[config.mk]
export PLATFORM = sky130hd
export DESIGN_NAME = btpc_fifo
export DESIGN_NICKNAME = d
export VERILOG_FILES = /design/src/hw/rtl/btpc_pkg.sv /design/src/hw/rtl/btpc_ram.sv /design/src/hw/rtl/btpc_fifo.sv
export SDC_FILE = /design/constraint.sdc
export NUM_CORES = 1
export LEC_CHECK = 0
export ABC_AREA = 1
export BUFFER_PORTS_ARGS = -buffer_cell sky130_fd_sc_hd__buf_2
export CAP_MARGIN = 5
export CORE_ASPECT_RATIO = 0.75
export CORE_UTILIZATION = 35
export CTS_BUF_LIST = sky130_fd_sc_hd__clkbuf_8
export DETAILED_ROUTE_END_ITERATION = 12
export GPL_TIMING_DRIVEN = 0
export PLACE_DENSITY = 0.58
export SKIP_CTS_REPAIR_TIMING = 1
export SYNTH_ARGS = -nofsm -noshare
export SYNTH_HDL_FRONTEND = slang
export SYNTH_SLANG_ARGS = --single-unit
[constraint.sdc]
create_clock -name i_clk -period 8 [get_ports i_clk]
set_input_delay 1.6 -clock i_clk [delete_from_list [all_inputs] [get_ports i_clk]]
set_output_delay 1.6 -clock i_clk [all_outputs]
set_load 0.03 [all_outputs]
[src/hw/rtl/btpc_pkg.sv]
// Package for the barometric compensation unit: queue sizes, item types,
// register indexes and shared arithmetic helpers. Depends on nothing.
package btpc_pkg;

    localparam int unsigned QueueDepth = 4;
    localparam int unsigned QueuePtrW  = 2;
    localparam int unsigned AddrW      = 5;

    typedef enum logic [1:0] {
        REG_TEMP   = 2'd0,
        REG_PLOW   = 2'd1,
        REG_PHIGH  = 2'd2,
        REG_PNINE  = 2'd3
    } t_reg_idx;

    typedef struct packed {
        logic [19:0] raw_temp;
        logic [19:0] raw_press;
    } t_in_item;

    typedef struct packed {
        logic [31:0] temp_centi;
        logic [31:0] fine_temp;
        logic [31:0] press_pa;
        logic        press_valid;
    } t_out_item;

    // Temperature results and the pressure-side values handed to the back end.
    typedef struct packed {
        logic [31:0] temp_centi;
        logic [31:0] fine_temp;
        logic [31:0] pvar1;
        logic [31:0] pvar2;
        logic [19:0] raw_press;
    } t_mid_item;

    function automatic logic [31:0] sx16(input logic [15:0] v);
        return {{16{v[15]}}, v};
    endfunction

    function automatic logic [31:0] asr(input logic [31:0] x, input logic [4:0] n);
        return 32'($signed(x) >>> n);
    endfunction

endpackage

[src/hw/rtl/btpc_ram.sv]
// Generic single-write, registered-read RAM used for the decoupling queue.
// Depends on nothing.
module btpc_ram #(
    parameter int unsigned Width = 8,
    parameter int unsigned Depth = 4
) (
    input  logic                     i_clk,
    input  logic                     i_we,
    input  logic [$clog2(Depth)-1:0] i_waddr,
    input  logic [Width-1:0]         i_wdata,
    input  logic [$clog2(Depth)-1:0] i_raddr,
    output logic [Width-1:0]         o_rdata
);
    logic [Width-1:0] r_mem [Depth];

    always_ff @(posedge i_clk) begin
        if (i_we) begin
            r_mem[i_waddr] <= i_wdata;
        end
        o_rdata <= r_mem[i_raddr];
    end
endmodule

[src/hw/rtl/btpc_fifo.sv]
// Short request queue between front and back ends, built on the generic RAM
// with a registered read and a one-entry output stage. Depends on btpc_pkg, btpc_ram.
module btpc_fifo (
    input  logic                 i_clk,
    input  logic                 i_rst_n,
    input  logic                 i_valid,
    output logic                 o_ready,
    input  btpc_pkg::t_mid_item  i_data,
    output logic                 o_valid,
    input  logic                 i_ready,
    output btpc_pkg::t_mid_item  o_data
);
    localparam int unsigned W  = $bits(btpc_pkg::t_mid_item);
    localparam int unsigned PW = btpc_pkg::QueuePtrW;

    logic [PW-1:0] r_wp, r_rp;
    logic [PW:0]   r_cnt;
    logic          r_ov;
    logic [W-1:0]  w_rd;
    logic          w_push, w_pop, w_load;

    // RAM holds entries not yet loaded into the output stage.
    assign o_ready = r_cnt != (PW+1)'(btpc_pkg::QueueDepth);
    assign w_push  = i_valid && o_ready;
    assign w_load  = (r_cnt != '0) && (!o_valid || i_ready);
    assign w_pop   = o_valid && i_ready;

    btpc_ram #(.Width(W), .Depth(btpc_pkg::QueueDepth)) u_ram (
        .i_clk  (i_clk),
        .i_we   (w_push),
        .i_waddr(r_wp),
        .i_wdata(i_data),
        .i_raddr(r_rp),
        .o_rdata(w_rd)
    );

    // The output valid r_ov is set in the cycle after a read and marks read data ready.
    // Read data is shown only in the cycle after a load; after that the
    // output stage r_hd keeps the request steady while it waits.
    logic r_fresh;
    btpc_pkg::t_mid_item r_hd;
    always_ff @(posedge i_clk) begin
        if (!i_rst_n) begin
            r_wp <= '0; r_rp <= '0; r_cnt <= '0; r_ov <= 1'b0; r_fresh <= 1'b0;
        end else begin
            if (w_push) r_wp <= r_wp + 1'b1;
            if (w_load) r_rp <= r_rp + 1'b1;
            r_cnt <= r_cnt + (PW+1)'(w_push) - (PW+1)'(w_load);
            if (w_load)      r_ov <= 1'b1;
            else if (w_pop)  r_ov <= 1'b0;
            r_fresh <= w_load;
        end
    end
    always_ff @(posedge i_clk) begin
        r_hd <= o_data;
    end
    assign o_valid = r_ov;
    assign o_data  = r_fresh ? btpc_pkg::t_mid_item'(w_rd) : r_hd;

    a_cnt: assert property (@(posedge i_clk) disable iff (!i_rst_n)
        r_cnt <= (PW+1)'(btpc_pkg::QueueDepth)) else $error("queue overfill");
    a_ptr: assert property (@(posedge i_clk) disable iff (!i_rst_n)
        r_cnt == '0 |-> r_wp == r_rp) else $error("queue pointers diverged");
    a_keep: assert property (@(posedge i_clk) disable iff (!i_rst_n)
        o_valid && !i_ready |=> o_valid && $stable(r_rp) && $stable(o_data))
        else $error("queue output dropped");
endmodule

# After elaboration in Yosys (flattened, before gate mapping)

Memory sizes are Yosys's and may differ from the RTL's. A register that Yosys moved wholly into a read port is not among the register bits.
Cells that the tools add are included.
Widths: inputs -> output; s select.

Flip-flop bits (word level): 157
Bits in writable memories: 592
Bits of input ports: 152
Memories kept: 1

Memory list:

| name        | depth | width | read ports | clocked after Yosys merged registers in | wr ports | line           | RTL |
|---|---|---|---|---|---|---|---|
| u_ram.r_mem | 4     | 148   | 1          | 1                                       | 1        | btpc_ram.sv:14 | `logic [Width-1:0] r_mem [Depth];` |

Add/subtract/negate cells: 4
Equal/unequal tests: 1
Multiplexer cells: 5
Reduce and logical (&&, ||, !) cells: 7

Operators by type and width:

| operator            | number |
|---|---|
| $mux 148            | 1 |
| $add 2x1->2 const B | 2 |
| $mux 1              | 4 |
| $add 3x1->3         | 1 |
| $logic_and 1x1->1   | 3 |
| $ne 3x3->1 const B  | 1 |
| $reduce_bool 3->1   | 1 |
| $sub 3x1->3         | 1 |
| $reduce_bool 2->1   | 1 |
| $logic_not 1->1     | 1 |
| $logic_or 1x1->1    | 1 |

# Logic depth before layout (Yosys ltp)

Gate-level depths: netlist of run 1.

Word-level depth: 4
Gate-level depth with buffers: 13

# Hierarchy

A second synthesis of run 1 with hierarchy kept.

Cells, all modules: 2851
Area total of the unflattened synthesis: 33128.0 um^2

Modules (own cells, without submodules):

| module    | instances | cells an instance | area each (um^2) | sequential area each (um^2) |
|---|---|---|---|---|
| btpc_ram  | 1         | 2475              | 27910.5          | 20739.9 |
| btpc_fifo | 1         | 376               | 5217.5           | 3143.0 |

# Worst setup path before layout of run 1

No wires, ideal clock.

Kind: input-to-reg
Start point: in i_valid
End point: mem u_ram.r_mem[0][0] (netlist name) (enable)
Data arrival time: 7920 ps
Required time: 7342 ps
Setup slack: -578 ps
Stages: 2
Path buffers: 0
Cell sequence: nand2_1 nor2_1

Cells in the longest elaborated chain, start to end: 3

RTL lines:

| item                         | line            | RTL |
|---|---|---|
| start, declared              | btpc_fifo.sv:6  | `input logic i_valid,` |
| $logic_and 1x1->1            | btpc_fifo.sv:24 | `assign w_push = i_valid && o_ready;` |
| $mux 1                       | btpc_ram.sv:17  | `if (i_we) begin` |
| $mux 1 (implied by the code) | btpc_ram.sv:18  | `r_mem[i_waddr] <= i_wdata;` |
| end, declared                | btpc_ram.sv:14  |  |

No other way between the ends.

==> flow_summary_export.csv, run 1 <==
group,metric,value,unit
timing,setup_violations,0,
timing,period_share,0.573,
drt,firstDrtPassIters,5,
drt,num_vias,17575,
min_path,worstHoldPathCells,1,
layout,drive_above_1_share,0.293,
timing,hold_viol_final,0,
timing,worst_slack,3.41,ns
min_path,hp-start,"u_ram.o_rdata[97]",
die,die_x,341,um
job,max_cap_violations,0,
synthesis,seq_area_frac_synth,0.794,
clock_tree,cts.sinks,897,
grt,grt_usage,0.172,
synthesis,synth_warnings,0,
clock_tree,insertion_delay,0.78,ns
layout,layout-area-overhead-vs-synth,21.1,%
die,dieHeight,256,um
status,status,"completed",
min_path,hp-class,"reg -> reg",
place,dp_slack,4.10,ns
pwr,leakage,0.0134,uW
clock_tree,cts_root_buffer,"clkbuf_8",
die,dieArea,87200,um^2
drt,top_layer_used,"met5",
clock_tree,clkTransAtPathRegs,0.06,ns
pwr,peakVddDrop,278,uV
synthesis,synth-seq-cells,897,
place,post-dp-hpwl,47600,um
grt,antenna_found_initial,19,
drt,drtIter0Drc,1136,
clock_tree,cts_made_buffers,142,
critical_path,worstPathArrival,2.99,ns
drt,route.met2.wl,35100,um
grt,grt_pass1_wl,112000,um
synthesis,synthArstFlopShare,0,
drt,vias_per_cell,4.77,
critical_path,path_class,"reg -> out",
grt,overflow,0,
synthesis,synth_edf_count,592,
synthesis,yosysTopAreaCellShare,0.591,
critical_path,cp-start-kind,"flip-flop",
drt,drcViolationCount,0,
timing,drv_slew,0,
critical_path,worstPathRequired,6.40,ns
drt,met3WireLength,6150,um
die,start_util,0.356,
timing,fmax,218,MHz
clock_tree,cts_buffer_depth,3,
pwr,power_density,414,nW/um^2
layout,fillCellCount,7586,
synthesis,syn-num-nets,2116,
timing,skew,0.0383,ns
clock_tree,cts_tree,"built",
synthesis,synthTopCellsByArea,"edfxtp_1 59%, dfxtp_1 20%, mux2_2 5.5%",
timing,tightestPinTransition,0.915,ns
layout,final_cell_area,36400,um^2
drt,wl,75600,um
layout,num-nets-final,2586,
die,core-area,84600,um^2
place,place.gp.congestion,0.757,
grt,grt_max_degree,29,
place,io_buffer_count,301,
place,placed_cell_area,33600,um^2
timing,relSlewSlack,0.389,
critical_path,r2r-start,"r_cnt[1]",
synthesis,syn_area,30100,um^2
synthesis,synth_cell_types,26,
die,rows,92,
timing,fin_crit,4.59,ns
layout,multi_input_area,5470,um^2
synthesis,avgSynthCellArea,15.4,um^2
drt,wl_per_cell,20.5,um
synthesis,synthFlopType,"edfxtp_1",
layout,regArea,23900,um^2
critical_path,critPathCaptureType,"output pin",
synthesis,syn_inst,1957,
synthesis,synth_largest_area_cell,"edfxtp_1",
clock_tree,h-tree-depth,4,
timing,fin_worst_hold_slack,0.450,ns
drt,wl_met1,32600,um
critical_path,crit_path_start,"r_fresh",
die,io_pins,302,
critical_path,path_max_fanout,12,
grt,first_global_vias,17981,
drt,ant_nets,0,
critical_path,r2r_cells,7,
timing,rsz0062_at_grt,"no",
## critical path, cell delays in order (launching register included)
cell     delay [ns]
dfxtp_1        0.50
buf_2          0.65
buf_2          0.43
mux2_2         0.40
buf_2          0.21
## cells by family (layout without fill, tap and decap cells)
kind of cell,Yosys count,in the layout,synth area share
simple gates,325,325,0.0408
other cells,0,9,0
buf+inv,131,720,0.0258
fa+ha+maj,7,7,0.00316
mux,148,148,0.0554
flops,897,897,0.794
compound gates,448,448,0.0810
xor+xnor,1,1,0.000291
## state kept, by name (all words and copies together), names as in the netlist
signal         cells
r_hd             148
r_cnt              3
o_valid            1
r_rp               2
u_ram.r_mem      592
r_fresh            1
u_ram.o_rdata    148
r_wp               2
## metal layers
layer / GRT usage / vias to the layer above
li1: - / 8204
met1: 0.224 / 8666
met2: 0.271 / 537
met3: 0.0554 / 142
met4: 0.0595 / 26
met5: 0 / -
## cells in the mapped netlist, types with 3 or more instances
master and n:
a21oi_1 3, buf_2 34, buf_4 11, buf_6 19, buf_8 3, clkbuf_1 44, dfxtp_1 305, edfxtp_1 592
ha_1 6, inv_1 16, mux2_2 148, nand2_1 13, nand3_1 4, nor2_1 307, o21ai_0 233, o21ai_1 63
o22ai_1 147
## cell type report
type | count | share of cell area
flip-flops and latches | 897 | 0.656
multi-input cells | 929 | 0.150
repair buffers | 326 | 0.0561
clock buffers | 165 | 0.0623
inverters | 18 | 0.00206
well taps | 1128 | 0.0387
plain buffers | 113 | 0.0192
clock inverters | 98 | 0.0154
diodes | 9 | 0.000618
## metrics by stage
stage	total power (uW)	setup TNS (ns)	std cells	utilization
2_1_floorplan	9690	-342.42	1957	-
3_3_place_gp	11400	-3963.25	3386	0.390
4_1_cts	15300	0	3674	0.430
6_report	15100	0	3683	0.431
5_1_grt	15900	0	3676	0.430
3_5_place_dp	11500	0	3411	0.397
## final timing paths
path / to / slack [ns]
setup / recovery: o_data[117] / 3.41
hold / removal: r_hd[97] / 0.45
setup reg to reg: u_ram.r_mem[0][69] / 5.20
hold reg to reg: r_hd[97] / 0.45
## cell usage in the layout (no fill, tap or decap)
cell type	instances
a21oi_1	3
a21oi_2	1
buf_1	1
buf_12	21
buf_16	5
buf_2	335
buf_4	11
buf_6	19
buf_8	3
bufinv_16	4
clkbuf_1	44
clkbuf_8	165
clkinv_1	13
clkinv_2	12
clkinv_8	1
clkinvlp_4	7
dfxtp_1	305
diode_2	9
edfxtp_1	592
fa_1	1
ha_1	6
inv_1	71
inv_2	1
inv_6	5
inv_8	2
mux2_2	148
nand2_1	13
nand3_1	4
nand3b_1	1
nor2_1	303
nor2_4	4
o21ai_0	233
o21ai_1	63
o22ai_1	147
o22ai_2	1
xnor2_1	1
## power by group
group	leakage (uW)	total, uW	internal [uW]	switching (uW)
clock	0.00164	3810	2020	1790
sequential	0.00799	6360	6090	274
combinational	0.00372	4930	1560	3360
total	0.0134	15100	9670	5430
Power figures use the tool's default switching activity.
==> inputs of run 2 (changes only) <==
--- a/config.mk
+++ b/config.mk
@@ -5,7 +5,7 @@
 export SDC_FILE = /design/constraint.sdc
 export NUM_CORES = 1
 export LEC_CHECK = 0
-export ABC_AREA = 1
+export ABC_AREA = 0
 export BUFFER_PORTS_ARGS = -buffer_cell sky130_fd_sc_hd__buf_2
 export CAP_MARGIN = 5
 export CORE_ASPECT_RATIO = 0.75
==> constraint.sdc (replaced) <==
create_clock -name i_clk -period 4.2 [get_ports i_clk]
set_input_delay 0.84 -clock i_clk [delete_from_list [all_inputs] [get_ports i_clk]]
set_output_delay 0.84 -clock i_clk [all_outputs]
set_load 0.03 [all_outputs]
==> flow_summary_export.csv, run 2 <==
group,metric,value,unit
synthesis,synth_warnings,0,
die,io_pins,302,
grt,grt_pass1_wl,86000,um
layout,largest_reg_flops,592,
timing,fin_crit,3.62,ns
pwr,p_clk_frac,0.267,
critical_path,cp_slowest_cell,"clkbuf_2",
layout,final_cell_area,35600,um^2
die,start_util,0.356,
critical_path,path_class,"reg -> out",
pwr,switching_power,8480,uW
min_path,worstHoldPathCells,1,
drt,firstDrtPassIters,5,
synthesis,seq_area_frac_synth,0.809,
die,die_x,337,um
drt,wl_per_cell,19.4,um
synthesis,syn_inst,1286,
place,place.gp.congestion,0.691,
layout,num-nets-final,1901,
layout,final_cell_mix,"592 x edfxtp_1, 333 x buf_2, 305 x dfxtp_1",
timing,relSlewSlack,0.466,
layout,drive_above_1_share,0.456,
grt,grt_usage,0.137,
drt,num_vias,13471,
place,io_buffer_count,301,
critical_path,r2r_slack,1.45,ns
pwr,p_comb_frac,0.283,
die,dieHeight,253,um
timing,rsz0062_at_grt,"no",
synthesis,synth_most_common_cell,"edfxtp_1",
drt,ant_nets,0,
timing,hold_viol_final,0,
timing,setup_violations,0,
pwr,switching_share,0.316,
pwr,power_density,755,nW/um^2
critical_path,r2r_end,"u_ram.r_mem[1][88]",
critical_path,crit_top_cell,"buf_2",
place,post-dp-hpwl,34500,um
synthesis,synth_largest_area_cell,"edfxtp_1",
clock_tree,clkTransAtPathRegs,0.06,ns
pwr,leakage,0.0127,uW
timing,tightestPinTransition,0.800,ns
clock_tree,cts.sinks,897,
critical_path,r2r-start,"r_cnt[1]",
synthesis,yosysTopAreaCellShare,0.602,
grt,antenna_found_initial,21,
clock_tree,cts_made_buffers,141,
critical_path,worstPathRequired,3.36,ns
drt,vias_per_cell,4.51,
job,max_cap_violations,0,
layout,layout-area-overhead-vs-synth,20.5,%
critical_path,critPathCaptureType,"output pin",
synthesis,synth_cell_types,22,
timing,skew,0.0346,ns
drt,drcViolationCount,0,
timing,fin_worst_hold_slack,0.267,ns
layout,final_common_cell,"edfxtp_1",
synthesis,syn-num-nets,1445,
die,rows,91,
synthesis,synthArstFlopShare,0,
min_path,hp-class,"in -> reg",
place,placed_cell_area,32700,um^2
synthesis,synthFlopType,"edfxtp_1",
timing,fmax,276,MHz
synthesis,avgSynthCellArea,22.9,um^2
grt,grt_max_degree,53,
pwr,seqPwrFrac,0.450,
clock_tree,cts_tree,"built",
clock_tree,h-tree-depth,4,
clock_tree,cts_root_buffer,"clkbuf_8",
die,core-area,82900,um^2
critical_path,path_max_fanout,10,
layout,regMostFlops,"u_ram.r_mem",
die,dieArea,85500,um^2
clock_tree,insertion_delay,0.78,ns
critical_path,cp-start-kind,"flip-flop",
synthesis,synth_edf_count,592,
synthesis,syn_area,29500,um^2
grt,overflow,0,
pwr,peakVddDrop,439,uV
drt,drtIter0Drc,721,
min_path,hp-start,"i_data[128]",
min_path,min_to,"u_ram.r_mem[2][128]",
synthesis,synthTopCellsByCount,"592 x edfxtp_1, 305 x dfxtp_1, 148 x mux2_2, 148 x mux4_2, 32 x buf_2",
synthesis,synthTopCellsByArea,"edfxtp_1 60%, dfxtp_1 21%, mux4_2 11%",
grt,first_global_vias,14613,
critical_path,crit_chain,"clkbuf_2, buf_2, mux2_2, buf_2",
drt,wl,57800,um
layout,reg.largest.list,"u_ram.r_mem: 592 flops, r_hd: 148 flops, u_ram.o_rdata: 148 flops",
status,status,"completed",
critical_path,worstPathArrival,2.78,ns
critical_path,slowest_delay,0.49,ns
critical_path,r2r_cells,5,
critical_path,crit_path_start,"r_fresh",
synthesis,synth-seq-cells,897,
pwr,intPower,18400,uW
timing,drv_slew,0,
clock_tree,cts_buffer_depth,3,
timing,period_share,0.862,
run 2: final cells by class:
| cell class | count | area (um^2) |
|---|---|---|
| timing repair buffer | 313 | 1810 |
| tap | 1116 | 1400 |
| inverter | 5 | 18.8 |
| multi-input combinational | 333 | 5300 |
| antenna | 10 | 25.0 |
| clock inverter | 96 | 554 |
| sequential | 897 | 23900 |
| clock buffer | 164 | 2260 |
| buffer | 51 | 319 |
| fill | 7363 | 47300 |
run 2: metrics by stage:
stage | worst slack [ns] | std cells | power (uW) | TNS, ns | utilization
floorplan | 0.643 | 1286 | 17600 | 0 | -
global placement | -1.34 | 2703 | 19900 | -773.91 | 0.391
detailed placement | 0.772 | 2715 | 20100 | 0 | 0.395
CTS | -0.119 | 2975 | 27400 | -2.13 | 0.429
global route | 0.373 | 2977 | 28300 | 0 | 0.429
finish | 0.581 | 2985 | 26800 | 0 | 0.429
run 2: logic make-up after synthesis:
logic type,synth area share
buf+inv,0.0114
simple gates,0.00390
flops,0.809
xor+xnor,0.000594
mux,0.171
compound gates,0.000636
fa+ha+maj,0.00322
run 2: routing by layer:
metal	GRT usage	vias to the layer above	part of all wire
met5	0	-	0.0033
met4	0.0531	28	0.023
met3	0.0594	158	0.080
met2	0.217	354	0.48
met1	0.165	6849	0.42
li1	-	6082	-
run 2: power groups by stage:
stage	combinational, uW	sequential (uW)	clock [uW]
floorplan	5510	12100	0
global placement	7620	12300	0
detailed placement	7790	12300	0
CTS	7820	12100	7450
global route	8170	12300	7810
finish	7610	12100	7160
run 2: critical path, delay by kind of cell (launching register included):
family                 cells  cell delay, ns
buffers and inverters      3            1.11
multiplexers               1            0.44
flip-flops                 1            0.43
run 2: worst max-delay path by stage:
| stage | slack [ns] | depth (start not counted) | endpoint |
|---|---|---|---|
| floorplan | 0.64 | 2 | u_ram.r_mem[0][0] |
| global placement | -1.34 | 3 | u_ram.r_mem[0][72] |
| detailed placement | 0.77 | 4 | o_data[91] |
| CTS | -0.12 | 4 | o_data[91] |
| global route | 0.37 | 4 | o_data[31] |
| finish | 0.58 | 4 | o_data[96] |
